### config.mk
export PLATFORM = sky130hd
export DESIGN_NAME = byte_run_length_decoder
export DESIGN_NICKNAME = d
export VERILOG_FILES = /design/src/rtl/brld_pkg.sv /design/src/rtl/brld_step.sv /design/src/rtl/byte_run_length_decoder.sv
export SDC_FILE = /design/constraint.sdc
export NUM_CORES = 1
export LEC_CHECK = 0
export ABC_AREA = 1
export BUFFER_PORTS_ARGS = -buffer_cell sky130_fd_sc_hd__buf_2
export CORE_MARGIN = 2
export CORE_UTILIZATION = 64
export CTS_CLUSTER_DIAMETER = 40
export DETAILED_ROUTE_END_ITERATION = 10
export GPL_TIMING_DRIVEN = 0
export PLACE_DENSITY_LB_ADDON = 0.25
export SYNTH_ARGS = -nofsm -noshare
export SYNTH_HDL_FRONTEND = slang
export SYNTH_SLANG_ARGS = --single-unit
### constraint.sdc
create_clock -name clk_i -period 7 [get_ports clk_i]
set_input_delay 0.35 -clock clk_i [delete_from_list [all_inputs] [get_ports clk_i]]
set_output_delay 0.35 -clock clk_i [all_outputs]
set_load 0.05 [all_outputs]
### src/rtl/brld_pkg.sv
// ----------------------------------------------------------------------------
// brld_pkg
// Shared types and constants for the byte run-length decoder.
// ----------------------------------------------------------------------------
`default_nettype none

package brld_pkg;

  // Decoder position within the compressed byte stream.
  typedef enum logic [1:0] {
    MODE_HEADER  = 2'd0,
    MODE_LITERAL = 2'd1,
    MODE_REPEAT  = 2'd2
  } brld_mode_e;

  // Largest literal header; headers above EMPTY_HDR announce a repeat.
  localparam logic [7:0] LIT_MAX   = 8'd127;
  localparam logic [7:0] EMPTY_HDR = 8'd128;
  // Repeat count is the header minus this bias.
  localparam logic [7:0] REP_BIAS  = 8'd127;

  // Per-chunk decode state that does not depend on the counter width.
  typedef struct packed {
    brld_mode_e mode;
    logic [7:0] remaining;
    logic       failed;
  } brld_state_t;

  // One result item plus its valid flag.
  typedef struct packed {
    logic       valid;
    logic [7:0] value;
    logic [7:0] length;
    logic       overflow;
    logic       last;
  } brld_result_t;

endpackage

`default_nettype wire

### src/rtl/brld_step.sv
// ----------------------------------------------------------------------------
// brld_step
// Combinational decode of one payload byte against the current chunk state.
// ----------------------------------------------------------------------------
`default_nettype none

module brld_step #(
  parameter int COUNT_BITS = 24
) (
  input  brld_pkg::brld_state_t  state_i,
  input  logic [COUNT_BITS-1:0]  total_i,
  input  logic [COUNT_BITS-1:0]  limit_i,
  input  logic [7:0]             byte_i,
  input  logic                   last_i,
  output brld_pkg::brld_state_t  state_o,
  output logic [COUNT_BITS-1:0]  total_o,
  output brld_pkg::brld_result_t result_o
);

  logic                emit;
  logic [7:0]          run_len;
  logic [COUNT_BITS:0] sum;
  logic                fits;
  logic [7:0]          rem_dec;
  brld_pkg::brld_state_t st_run;
  logic [COUNT_BITS-1:0] tot_run;
  brld_pkg::brld_result_t res_run;

  assign emit    = !state_i.failed && (state_i.mode != brld_pkg::MODE_HEADER);
  assign run_len = (state_i.mode == brld_pkg::MODE_LITERAL) ? 8'd1 : state_i.remaining;
  assign sum     = {1'b0, total_i} + (COUNT_BITS+1)'(run_len);
  assign fits    = (sum <= {1'b0, limit_i});
  assign rem_dec = state_i.remaining - 8'd1;

  always_comb begin
    st_run  = state_i;
    tot_run = total_i;
    res_run = '0;
    if (emit) begin
      res_run.valid = 1'b1;
      if (fits) begin
        res_run.value  = byte_i;
        res_run.length = run_len;
        tot_run        = sum[COUNT_BITS-1:0];
        if (state_i.mode == brld_pkg::MODE_LITERAL) begin
          st_run.remaining = rem_dec;
          if (rem_dec == 8'd0) begin
            st_run.mode = brld_pkg::MODE_HEADER;
          end
        end else begin
          st_run.mode      = brld_pkg::MODE_HEADER;
          st_run.remaining = 8'd0;
        end
      end else begin
        // abandon the chunk
        res_run.overflow = 1'b1;
        st_run.failed    = 1'b1;
        st_run.mode      = brld_pkg::MODE_HEADER;
        st_run.remaining = 8'd0;
      end
    end else if (!state_i.failed) begin
      // header byte; empty headers change nothing
      if (byte_i != 8'd0 && byte_i <= brld_pkg::LIT_MAX) begin
        st_run.mode      = brld_pkg::MODE_LITERAL;
        st_run.remaining = byte_i;
      end else if (byte_i > brld_pkg::EMPTY_HDR) begin
        st_run.mode      = brld_pkg::MODE_REPEAT;
        st_run.remaining = byte_i - brld_pkg::REP_BIAS;
      end
    end
  end

  always_comb begin
    result_o = res_run;
    state_o  = st_run;
    total_o  = tot_run;
    if (last_i) begin
      if (!res_run.valid) begin
        result_o.valid    = 1'b1;
        result_o.overflow = st_run.failed;
      end
      result_o.last = 1'b1;
      state_o       = '0;
      total_o       = '0;
    end
  end

endmodule

`default_nettype wire

### src/rtl/byte_run_length_decoder.sv
// ----------------------------------------------------------------------------
// byte_run_length_decoder
// Run-length decoder for byte-oriented compressed chunks, one byte per cycle while not stalled.
// ----------------------------------------------------------------------------
// Usage:
//   Input channel (in_valid_i / in_stall_o) carries one compressed payload
//   byte per transfer, with chunk_end_i marking the last byte of a chunk.
//   Output channel (out_valid_o / out_stall_i) carries decoded runs:
//   out_value_o repeated run_length_o times, plus overflow and is_last flags.
//   A byte yields zero or one result; the last byte of a chunk always yields
//   exactly one result with is_last_o set.
//   cfg_we_i / cfg_wdata_i write the per-chunk output limit; write only while
//   the block is idle.
// Timing:
//   One input register feeds the decode logic, which loads the result
//   register. A byte is transferred into the input register, and its result is
//   then offered from the result register. Throughput is one byte per cycle
//   while the receiver does not stall, set by the single decode pass.
// Reset and stall:
//   rst_ni clears all chunk state and sets the limit to 65536. While the
//   receiver stalls a waiting result, the input register still takes one
//   more byte, then in_stall_o holds the sender.
// ----------------------------------------------------------------------------
`default_nettype none

module byte_run_length_decoder #(
  parameter int COUNT_BITS = 24
) (
  input  logic        clk_i,
  input  logic        rst_ni,
  input  logic        cfg_we_i,
  input  logic [23:0] cfg_wdata_i,
  input  logic        in_valid_i,
  output logic        in_stall_o,
  input  logic [7:0]  in_byte_i,
  input  logic        chunk_end_i,
  output logic        out_valid_o,
  input  logic        out_stall_i,
  output logic [7:0]  out_value_o,
  output logic [7:0]  run_length_o,
  output logic        overflow_o,
  output logic        is_last_o
);

  localparam logic [31:0] LimitRst = 32'd65536;

  // limit register, low COUNT_BITS bits of the written value
  logic [COUNT_BITS-1:0] limit_q;
  logic [31:0]           wdata_ext;

  // input register
  logic       s1_valid_q;
  logic [7:0] s1_byte_q;
  logic       s1_last_q;

  // chunk state
  brld_pkg::brld_state_t state_q, state_d;
  logic [COUNT_BITS-1:0] total_q, total_d;

  // result register
  logic                   out_valid_q;
  brld_pkg::brld_result_t res_d, res_q;

  logic s1_go, s1_fire, in_fire;

  assign wdata_ext = {8'd0, cfg_wdata_i};

  // Advance the input register whenever the result register is free.
  assign s1_go      = !out_valid_q || !out_stall_i;
  assign s1_fire    = s1_valid_q && s1_go;
  assign in_stall_o = s1_valid_q && !s1_go;
  assign in_fire    = in_valid_i && !in_stall_o;

  always_ff @(posedge clk_i or negedge rst_ni) begin
    if (!rst_ni) begin
      limit_q <= LimitRst[COUNT_BITS-1:0];
    end else if (cfg_we_i) begin
      limit_q <= wdata_ext[COUNT_BITS-1:0];
    end
  end

  always_ff @(posedge clk_i or negedge rst_ni) begin
    if (!rst_ni) begin
      s1_valid_q <= 1'b0;
    end else if (in_fire) begin
      s1_valid_q <= 1'b1;
    end else if (s1_fire) begin
      s1_valid_q <= 1'b0;
    end
  end

  always_ff @(posedge clk_i) begin
    if (in_fire) begin
      s1_byte_q <= in_byte_i;
      s1_last_q <= chunk_end_i;
    end
  end

  brld_step #(
    .COUNT_BITS(COUNT_BITS)
  ) u_step (
    .state_i  (state_q),
    .total_i  (total_q),
    .limit_i  (limit_q),
    .byte_i   (s1_byte_q),
    .last_i   (s1_last_q),
    .state_o  (state_d),
    .total_o  (total_d),
    .result_o (res_d)
  );

  // Commit the decode step only when its byte leaves the input register.
  always_ff @(posedge clk_i or negedge rst_ni) begin
    if (!rst_ni) begin
      state_q <= '0;
      total_q <= '0;
    end else if (s1_fire) begin
      state_q <= state_d;
      total_q <= total_d;
    end
  end

  always_ff @(posedge clk_i or negedge rst_ni) begin
    if (!rst_ni) begin
      out_valid_q <= 1'b0;
    end else if (s1_go) begin
      out_valid_q <= s1_fire && res_d.valid;
    end
  end

  // Hold the payload while stalled; load only on a new result.
  always_ff @(posedge clk_i) begin
    if (s1_fire && res_d.valid) begin
      res_q <= res_d;
    end
  end

  assign out_valid_o  = out_valid_q;
  assign out_value_o  = res_q.value;
  assign run_length_o = res_q.length;
  assign overflow_o   = res_q.overflow;
  assign is_last_o    = res_q.last;

  a_ovf_zero_len: assert property (@(posedge clk_i) disable iff (!rst_ni)
    out_valid_o && overflow_o |-> run_length_o == 8'd0 && out_value_o == 8'd0)
    else $error("overflow result carries a run");

  a_zero_len_reason: assert property (@(posedge clk_i) disable iff (!rst_ni)
    out_valid_o && run_length_o == 8'd0 |-> overflow_o || is_last_o)
    else $error("empty run without overflow or chunk end");

  a_len_range: assert property (@(posedge clk_i) disable iff (!rst_ni)
    out_valid_o |-> run_length_o <= 8'd128)
    else $error("run length out of range");

  a_failed_header: assert property (@(posedge clk_i) disable iff (!rst_ni)
    state_q.failed |-> state_q.mode == brld_pkg::MODE_HEADER && state_q.remaining == 8'd0)
    else $error("abandoned chunk still decoding");

  a_chunk_clear: assert property (@(posedge clk_i) disable iff (!rst_ni)
    s1_fire && s1_last_q |=> total_q == '0 && !state_q.failed &&
      state_q.mode == brld_pkg::MODE_HEADER)
    else $error("chunk state not cleared at chunk end");

  a_total_limit: assert property (@(posedge clk_i) disable iff (!rst_ni)
    s1_fire && !s1_last_q && !cfg_we_i |=> total_q <= limit_q)
    else $error("running total beyond limit");

endmodule

`default_nettype wire
**After elaboration in Yosys (flattened, before gate mapping)**

Cells that the tools add are included.

- Register bits: 88
- Bits of input ports: 38
- Output and inout port bits: 20
- Logic and storage cells: 67

- Add/sub/neg operators: 3
- Magnitude comparators: 3
- Equal/unequal tests: 3
- Muxes and demuxes: 22
- Reductions and logical operators: 23

Operators by type and width:

| kind | number |
|---|---|
| $mux W24 | 3 |
| $mux W10 | 6 |
| $add A24 B8 Y25 | 1 |
| $le A25 B24 Y1 | 1 |
| $mux W18 | 1 |
| $mux W16 | 1 |
| $mux W11 | 1 |
| $gt A8 B8 Y1 const B | 1 |
| $le A8 B7 Y1 const B | 1 |
| $logic_not A8 Y1 | 1 |
| $mux W8 | 1 |
| $reduce_bool A2 Y1 | 4 |
| $reduce_bool A8 Y1 | 1 |
| $sub A8 B1 Y8 const B | 1 |
| $sub A8 B7 Y8 const B | 1 |
| $mux W1 | 7 |
| $logic_and A1 B1 Y1 | 6 |
| $reduce_and A3 Y1 | 2 |
| $logic_not A1 Y1 | 5 |
| $ne A5 B5 Y1 const B | 1 |
| $mux W2 | 2 |
| $reduce_and A4 Y1 | 1 |
| $reduce_bool A4 Y1 | 1 |
| $ne A3 B2 Y1 const B | 1 |
| 3 further kinds | 3 |

**Depth between registers and ports, before layout**

Gate-level depths: netlist of run 1.

- Depth in word-level cells: 8
- Gate-level depth with buffers: 34

**Hierarchy**

Synthesis of run 1 repeated with hierarchy kept, for this count alone.

- Cell total of the unflattened synthesis: 837
- Area total of the unflattened synthesis: 6133.4 µm²

Modules (own cells, without submodules):

| module | times used | cells an instance | area each (µm²) |
|---|---|---|---|
| byte_run_length_decoder | 1 | 292 | 3291.9 |
| brld_step | 1 | 545 | 2841.5 |

**Worst setup path before layout of run 1**

No wires, ideal clock.

- Path kind: register to register
- From: register state_q[9] in the netlist's numbering
- To: register res_q, in the netlist run_length_o[0], data pin
- Library setup time: 267 ps
- Arrival time: 3445 ps
- Required time: 6733 ps
- Path slack: 3288 ps
- Cell stages (with the launch flop): 29
- Period minus slack after synthesis: 3712 ps
- Cell sequence: dfrtp_1 -> inv_1 -> nor2_1 -> inv_1 -> clkbuf_1 -> nand2_1 -> ha_1 -> fa_1 -> nand2_1 -> nand2_1 -> nand3_1 -> nand2_2 -> nand2_1 -> inv_1 -> nand2_1 -> nand2_1 -> nand2_1 -> inv_1 -> ha_1 -> nand2_1 -> nor3_1 -> nand3_1 -> nand2_1 -> inv_2 -> nand2_2 -> nand2_2 -> nand2_2 -> buf_4 -> a21oi_1

- Cells in the longest elaborated chain, start to end: 5
- Elaborated cells on any way between the ends: 7

Ends and longest elaborated chain:

| element | line | text |
|---|---|---|
| from (decl) | byte_run_length_decoder.sv:57 | `brld_pkg::brld_state_t state_q, state_d;` |
| from (signal assigned) | byte_run_length_decoder.sv:118 | `state_q <= state_d;` |
| $eq A2 B1 Y1 (*) | brld_step.sv:30 | `assign run_len = (state_i.mode == brld_pkg::MODE_LITERAL) ? 8'd1 : state_i.remaining;` |
| $mux W8 (*) | brld_step.sv:30 |  |
| via u_step.run_len[0] | brld_step.sv:21 | `logic [7:0] run_len;` |
| $add A24 B8 Y25 | brld_step.sv:31 | `assign sum = {1'b0, total_i} + (COUNT_BITS+1)'(run_len);` |
| $le A25 B24 Y1 | brld_step.sv:32 | `assign fits = (sum <= {1'b0, limit_i});` |
| $reduce_and A2 Y1 (no source line) | - |  |
| to (signal assigned) | byte_run_length_decoder.sv:134 | `res_q <= res_d;` |
| to (decl) | byte_run_length_decoder.sv:62 | `brld_pkg::brld_result_t res_d, res_q;` |

The timed path passes the listed nets; every way through them passes the cells marked *.
A chain may end at the register's enable or synchronous reset.

**Worst setup path after layout of run 1**

- From: register state_q[9] in the netlist's numbering
- To: register total_q[18]

- Cells in the longest elaborated chain, start to end: 6
- Elaborated cells on any way between the ends: 12

Ends and longest elaborated chain:

| element | line | text |
|---|---|---|
| $eq A2 B1 Y1 (*) | brld_step.sv:30 |  |
| $mux W8 (*) | brld_step.sv:30 |  |
| via u_step.run_len[0] | brld_step.sv:21 |  |
| $add A24 B8 Y25 (*) | brld_step.sv:31 |  |
| $le A25 B24 Y1 or $mux W24 (tied branches) | brld_step.sv:32, brld_step.sv:41 |  |
| $reduce_bool A2 Y1 (no source line) or $mux W24 (tied branches) | - |  |
| $reduce_and A3 Y1 (no source line) or $mux W24 (tied branches) | - |  |
| to (signal assigned) | byte_run_length_decoder.sv:119 | `total_q <= total_d;` |
| to (decl) | byte_run_length_decoder.sv:58 | `logic [COUNT_BITS-1:0] total_q, total_d;` |

The timed path passes the listed nets; every way through them passes the cells marked *. The select of a mux whose other input is x is not followed.

==> impl_metrics.toml, run 1 <==
[outcome]
status = "complete, no violations"

[flow_run]
drv_cap = 0

[critical_path]
critical-path-top-delay-family = "simple AND/OR/NAND/NOR gates"
required_ps = 7260
cp-start-kind = "flop"
arrival_ps = 4970
cp_max_fo = 10
cp_slowest_cell = "dfrtp_1"
end_kind = "flop"
crit_buf_inv = 6
slowest_delay_ps = 410
cp_common_cell = "nand2_1"
worstSetupPathType = "reg -> reg"

[global_routing]
track_usage = 0.295
grt_overflow = 0
grt_pass1_wl_mm = 23.1
grt_pass1_vias = 5011
grt_start_max_net_pins = 62
antenna_found_initial = 0

[synth]
synth.most_common_cell = "nand2_1"
synth-seq-cells = 88
synth_area_um2 = 5680
synth_top_family_by_area = "simple AND/OR/NAND/NOR gates"
ys_types = 39
async_reset_ff_frac = 0.693
yosysSeqAreaShare = 0.412
synth_edf_count = 27
yosys_warnings = 0
synth_flop_cell = "dfrtp_1"
synth_top_area_frac = 0.264
synthCells = 767
yosysTopAreaCell = "dfrtp_1"
synth_fa_ha_area_frac = 0.0828
synthMuxAreaShare = 0.00198
synthTopCellsByArea = "dfrtp_1 (26%), nand2_1 (16%), edfxtp_1 (14%)"
syn_avg_cell_area_um2 = 7.41
synth_xor_area_frac = 0.0216
synth_compound_area_frac = 0.0575
synthesis.nets = 842
netlist_top_cells_count = "nand2_1 (243), inv_1 (108), nor2_1 (85)"
yosys.area_share.simple = 0.330

[clocking]
cts_buffer_depth = 2
cts_sinks = 88
postCtsHoldBufs = 0
clk_latency_ps = 370
clkTransAtPathRegs_ps = 100
postCtsSetupRepairBufs = 0
cts_made_buffers = 9
cts_tree = "yes"
clock-root-buffer = "clkbuf_8"
htreeDepth = 3
cts-resized-gates = 0

[place]
place_inst = 931
hpwl_mm = 10.1
io_buffers = 56
gp_congestion = 0.921

[die]
rows = 34
die_x_um = 98.2
die_area_um2 = 9650
chipHeight_um = 98.2
core_um2 = 8680
start_util = 0.655
pin_count = 58

[sta]
drv_slew = 0
fin_setup_tns_ps = 0
rsz0062_at_grt = "false"
period_minus_slack_ps = 4710
setup_viol = 0
fin_skew_ps = 13.9
max_slew_margin = 0.377
worst_pin_slew_ps = 934
hold_viol_final = 0
max_freq_mhz = 212
finalCritPeriodShare = 0.673

[power]
ir_worst_vdd_v = 0.000250
p_leak_nw = 3.42
power_density_nw_per_um2 = 310

[route]
firstDrtPassIters = 6
final_antenna_net_count = 0
routed_via_density = 5.52
vias = 5224
drt-total-wl_mm = 13.4
drc = 0
drtIter0Drc = 337
wl_per_cell_um = 14.1

[cells_and_area]
synthToLayoutAreaGrowth_pct = 11.4
drive_above_1_share = 0.118
final_cells = 947
nets = 909
diodes = 0
fillerInstances = 720

[worst_hold_path]
min_path_type = "in -> async"
[logic make-up after synthesis]
logic type / Yosys count
adders and majority gates: 37
buffers and inverters: 133
and+or+nand+nor: 436
AOI/OAI and AO/OA: 58
DFF: 88
xor gates and xnor gates: 14
muxes: 1
[report_power, final]
group          switching (mW)  leakage, nW  internal [mW]
clock network           0.194        0.115          0.213
logic                   0.618         2.25          0.255
registers              0.0497         1.05          0.630
[stage by stage]
stage / setup slack (ps) / instance area (µm²) / utilization / power, mW / hold WS (ps)
detailed placement: 2430 / 6100 / 0.703 / 1.55 / 460
floorplan: 3290 / 5680 / - / 1.33 / 54.4
global route: 1910 / 6330 / 0.729 / 2.09 / 132
global placement: 2530 / 6100 / 0.703 / 1.52 / 458
finish: 2290 / 6330 / 0.729 / 1.96 / 62.6
CTS: 2400 / 6320 / 0.729 / 1.96 / 147
[path summary, 6_finish.rpt]
path                                 to  depth (start not counted)    startpoint  slack [ps]
max                         total_q[18]                         25    state_q[9]        2290
min                          limit_q[1]                          1        rst_ni          60
max reg2reg                 total_q[18]                         25    state_q[9]        2290
min reg2reg                   is_last_o                          0     s1_last_q         490
max in group asynchronous   total_q[23]                          1        rst_ni        6410
min in group clk_i         s1_byte_q[4]                          1  in_byte_i[4]         150
[sequential cells by signal, summed over array words and instances (netlist names)]
signal and cells:
is_last_o 1, limit_q 24, overflow_o 1, s1_valid_q 1, out_value_o 8, s1_byte_q 8, total_q 24, run_length_o 8
out_valid_o 1, state_q 11, s1_last_q 1
[final cells by class]
cell class / instances / area, µm² / share of cell area
multi-input cells: 546 / 2810 / 0.444
flip-flops and latches: 88 / 2340 / 0.369
inverters: 112 / 420 / 0.0664
repair buffers: 56 / 283 / 0.0447
clock buffers: 10 / 138 / 0.0217
well taps: 108 / 135 / 0.0213
plain buffers: 21 / 115 / 0.0182
clock inverters: 6 / 90.1 / 0.0142
[placed cells by master (no fill, tap or decap), types with 2 or more instances in the layout]
master,n
ha_1,36
inv_6,2
xnor2_1,2
o21ai_0,31
nand2_2,5
xor2_1,12
a21oi_1,17
a21o_1,2
dfrtp_1,60
inv_2,3
buf_6,3
nand3_1,39
bufinv_16,2
buf_4,4
clkbuf_8,10
nand3b_1,6
nand2_1,243
nor3_1,15
nor2_2,3
buf_2,57
nand4_1,35
inv_1,108
nand3_4,2
clkbuf_1,13
edfxtp_1,27
nor2_1,84
clkinv_1,2
[layer usage]
metal	share of wire	routed length [µm]	global-route usage	up-vias
li1	-	-	-	2593
met1	0.46	6210	0.422	2415
met2	0.46	6100	0.471	195
met3	0.060	805	0.0387	21
met4	0.018	244	0.0969	0
met5	0	0	0	-
Power figures use the tool's default switching activity.
==> run 2, diff against run 1 <==
--- a/config.mk
+++ b/config.mk
@@ -8,7 +8,7 @@
 export ABC_AREA = 1
 export BUFFER_PORTS_ARGS = -buffer_cell sky130_fd_sc_hd__buf_2
 export CORE_MARGIN = 2
-export CORE_UTILIZATION = 64
+export CORE_UTILIZATION = 60
 export CTS_CLUSTER_DIAMETER = 40
 export DETAILED_ROUTE_END_ITERATION = 10
 export GPL_TIMING_DRIVEN = 0
==> constraint.sdc (replaced) <==
create_clock -name clk_i -period 4.95 [get_ports clk_i]
set_input_delay 0.2475 -clock clk_i [delete_from_list [all_inputs] [get_ports clk_i]]
set_output_delay 0.2475 -clock clk_i [all_outputs]
set_load 0.05 [all_outputs]
==> run 2 against run 1 <==
The flow now finishes with violations (hold timing). Sequential share of layout area grew 0.27 points. Via count is 0.56% lower. Utilization decreased by 4.6 points. Largest cell class unchanged. Largest power group unchanged. Highest routed layer unchanged.
==> impl_metrics.toml, run 2 (same netlist as run 1, synthesis figures left out) <==
[outcome]
status = "complete, but fails checks"
violations = "hold timing"

[route]
vias = 5195
final_antenna_net_count = 0
firstDrtPassIters = 5
drc = 0
routed_via_density = 5.47
drt-total-wl_mm = 13.3
drtIter0Drc = 326
wl_per_cell_um = 14.0

[die]
die_x_um = 101
core_um2 = 9200
die_area_um2 = 10300
rows = 35
chipHeight_um = 101
start_util = 0.618
pin_count = 58

[critical_path]
worstSetupPathType = "reg -> reg"
crit_buf_inv = 4
slowest_delay_ps = 400
path_cells = "inv_1 -> nor2_2 -> inv_1 -> nand2_1 -> ha_1 -> fa_1 -> nand2_1 -> nand2_1 -> nand3_1 -> nand2_2 -> nand2_1 -> nor2_1 -> xor2_1 -> inv_1 -> ha_1 -> nand2_1 -> nor3_1 -> nand4_1 -> nand3_4 -> nand3_4 -> buf_6 -> nand2_1 -> nand2_1"
cp_max_fo = 11
rr_endpoint = "total_q[5]"
timing.rr.start = "state_q[9]"
worst_r2r_path_depth = 23
end_kind = "flop"
critical-path-top-delay-family = "simple AND/OR/NAND/NOR gates"
arrival_ps = 4750
cp_slowest_cell = "dfrtp_1"
cp-start-kind = "flop"
cp_common_cell = "nand2_1"
regToRegSetupSlack_ps = 460
required_ps = 5210

[clocking]
cts_tree = "yes"
postCtsHoldBufs = 0
clkTransAtPathRegs_ps = 100
cts_buffer_depth = 2
clock-root-buffer = "clkbuf_8"
postCtsSetupRepairBufs = 0
htreeDepth = 3
cts-resized-gates = 0
cts_sinks = 88
clk_latency_ps = 370
cts_made_buffers = 9

[sta]
fin_skew_ps = 10.1
worst_pin_slew_ps = 897
max_freq_mhz = 223
finalCritPeriodShare = 0.908
drv_slew = 0
setup_viol = 0
rsz0062_at_grt = "false"
fin_setup_tns_ps = 0
max_slew_margin = 0.401
worst_hold_slack_ps = -45.1
period_minus_slack_ps = 4490
hold_viol_final = 60

[cells_and_area]
drive_above_1_share = 0.121
diodes = 0
final_common_cell = "nand2_1"
final_cells = 949
layout_common_cells = "nand2_1 (243), inv_1 (108), nor2_1 (83)"
reg.largest.list = "limit_q (24), total_q (24), state_q (11)"
synthToLayoutAreaGrowth_pct = 10.6
nets = 908

[flow_run]
drv_cap = 0

[global_routing]
grt_pass1_wl_mm = 22.8
antenna_found_initial = 0
grt_pass1_vias = 5034
grt_overflow = 0
track_usage = 0.283
grt_start_max_net_pins = 62

[place]
io_buffers = 56
hpwl_mm = 10.2
gp_congestion = 0.950
place_inst = 934

[power]
ir_worst_vdd_v = 0.000296
power_density_nw_per_um2 = 422
p_total_mw = 2.65
p_leak_nw = 3.39

[worst_hold_path]
min_path_type = "in -> async"
[run 2: worst max path at each step]
| stage | startpoint | to | slack [ps] | cells past startpoint |
|---|---|---|---|---|
| 4_1_cts | state_q[9] | total_q[5] | 270 | 24 |
| 3_5_place_dp | state_q[9] | total_q[5] | 300 | 24 |
| 3_3_place_gp | state_q[9] | total_q[12] | 420 | 25 |
| 5_1_grt | state_q[9] | total_q[14] | 5 | 23 |
| 2_1_floorplan | state_q[9] | run_length_o[0] | 1240 | 28 |
| 6_report | state_q[9] | total_q[5] | 460 | 23 |
[run 2: layer usage]
| layer | up-vias | part of all wire | GRT usage |
|---|---|---|---|
| met5 | - | 0 | 0 |
| met4 | 0 | 0.019 | 0.0977 |
| met3 | 24 | 0.065 | 0.0428 |
| met2 | 164 | 0.46 | 0.461 |
| met1 | 2419 | 0.45 | 0.389 |
| li1 | 2588 | - | - |
[run 2: where the power goes]
part	switching [mW]	internal (mW)	total [mW]
clock network	0.282	0.186	0.467
logic	0.860	0.360	1.22
registers	0.0724	0.891	0.964
[run 2: per-stage QoR]
step	utilization	setup WS, ps	cell area (µm²)	hold slack (ps)
floorplan	-	1240	5680	-48.1
global placement	0.663	416	6100	425
detailed placement	0.663	300	6100	426
CTS	0.683	274	6280	35.3
global route	0.683	4.87	6280	26.3
finish	0.683	458	6280	-45.1
[run 2: cell type report]
type | count | area (µm²)
clock buffers | 9 | 124
repair buffers | 56 | 283
flip-flops and latches | 88 | 2340
fillers | 821 | 2910
plain buffers | 20 | 113
multi-input cells | 546 | 2810
inverters | 112 | 420
well taps | 111 | 139
clock inverters | 7 | 53.8
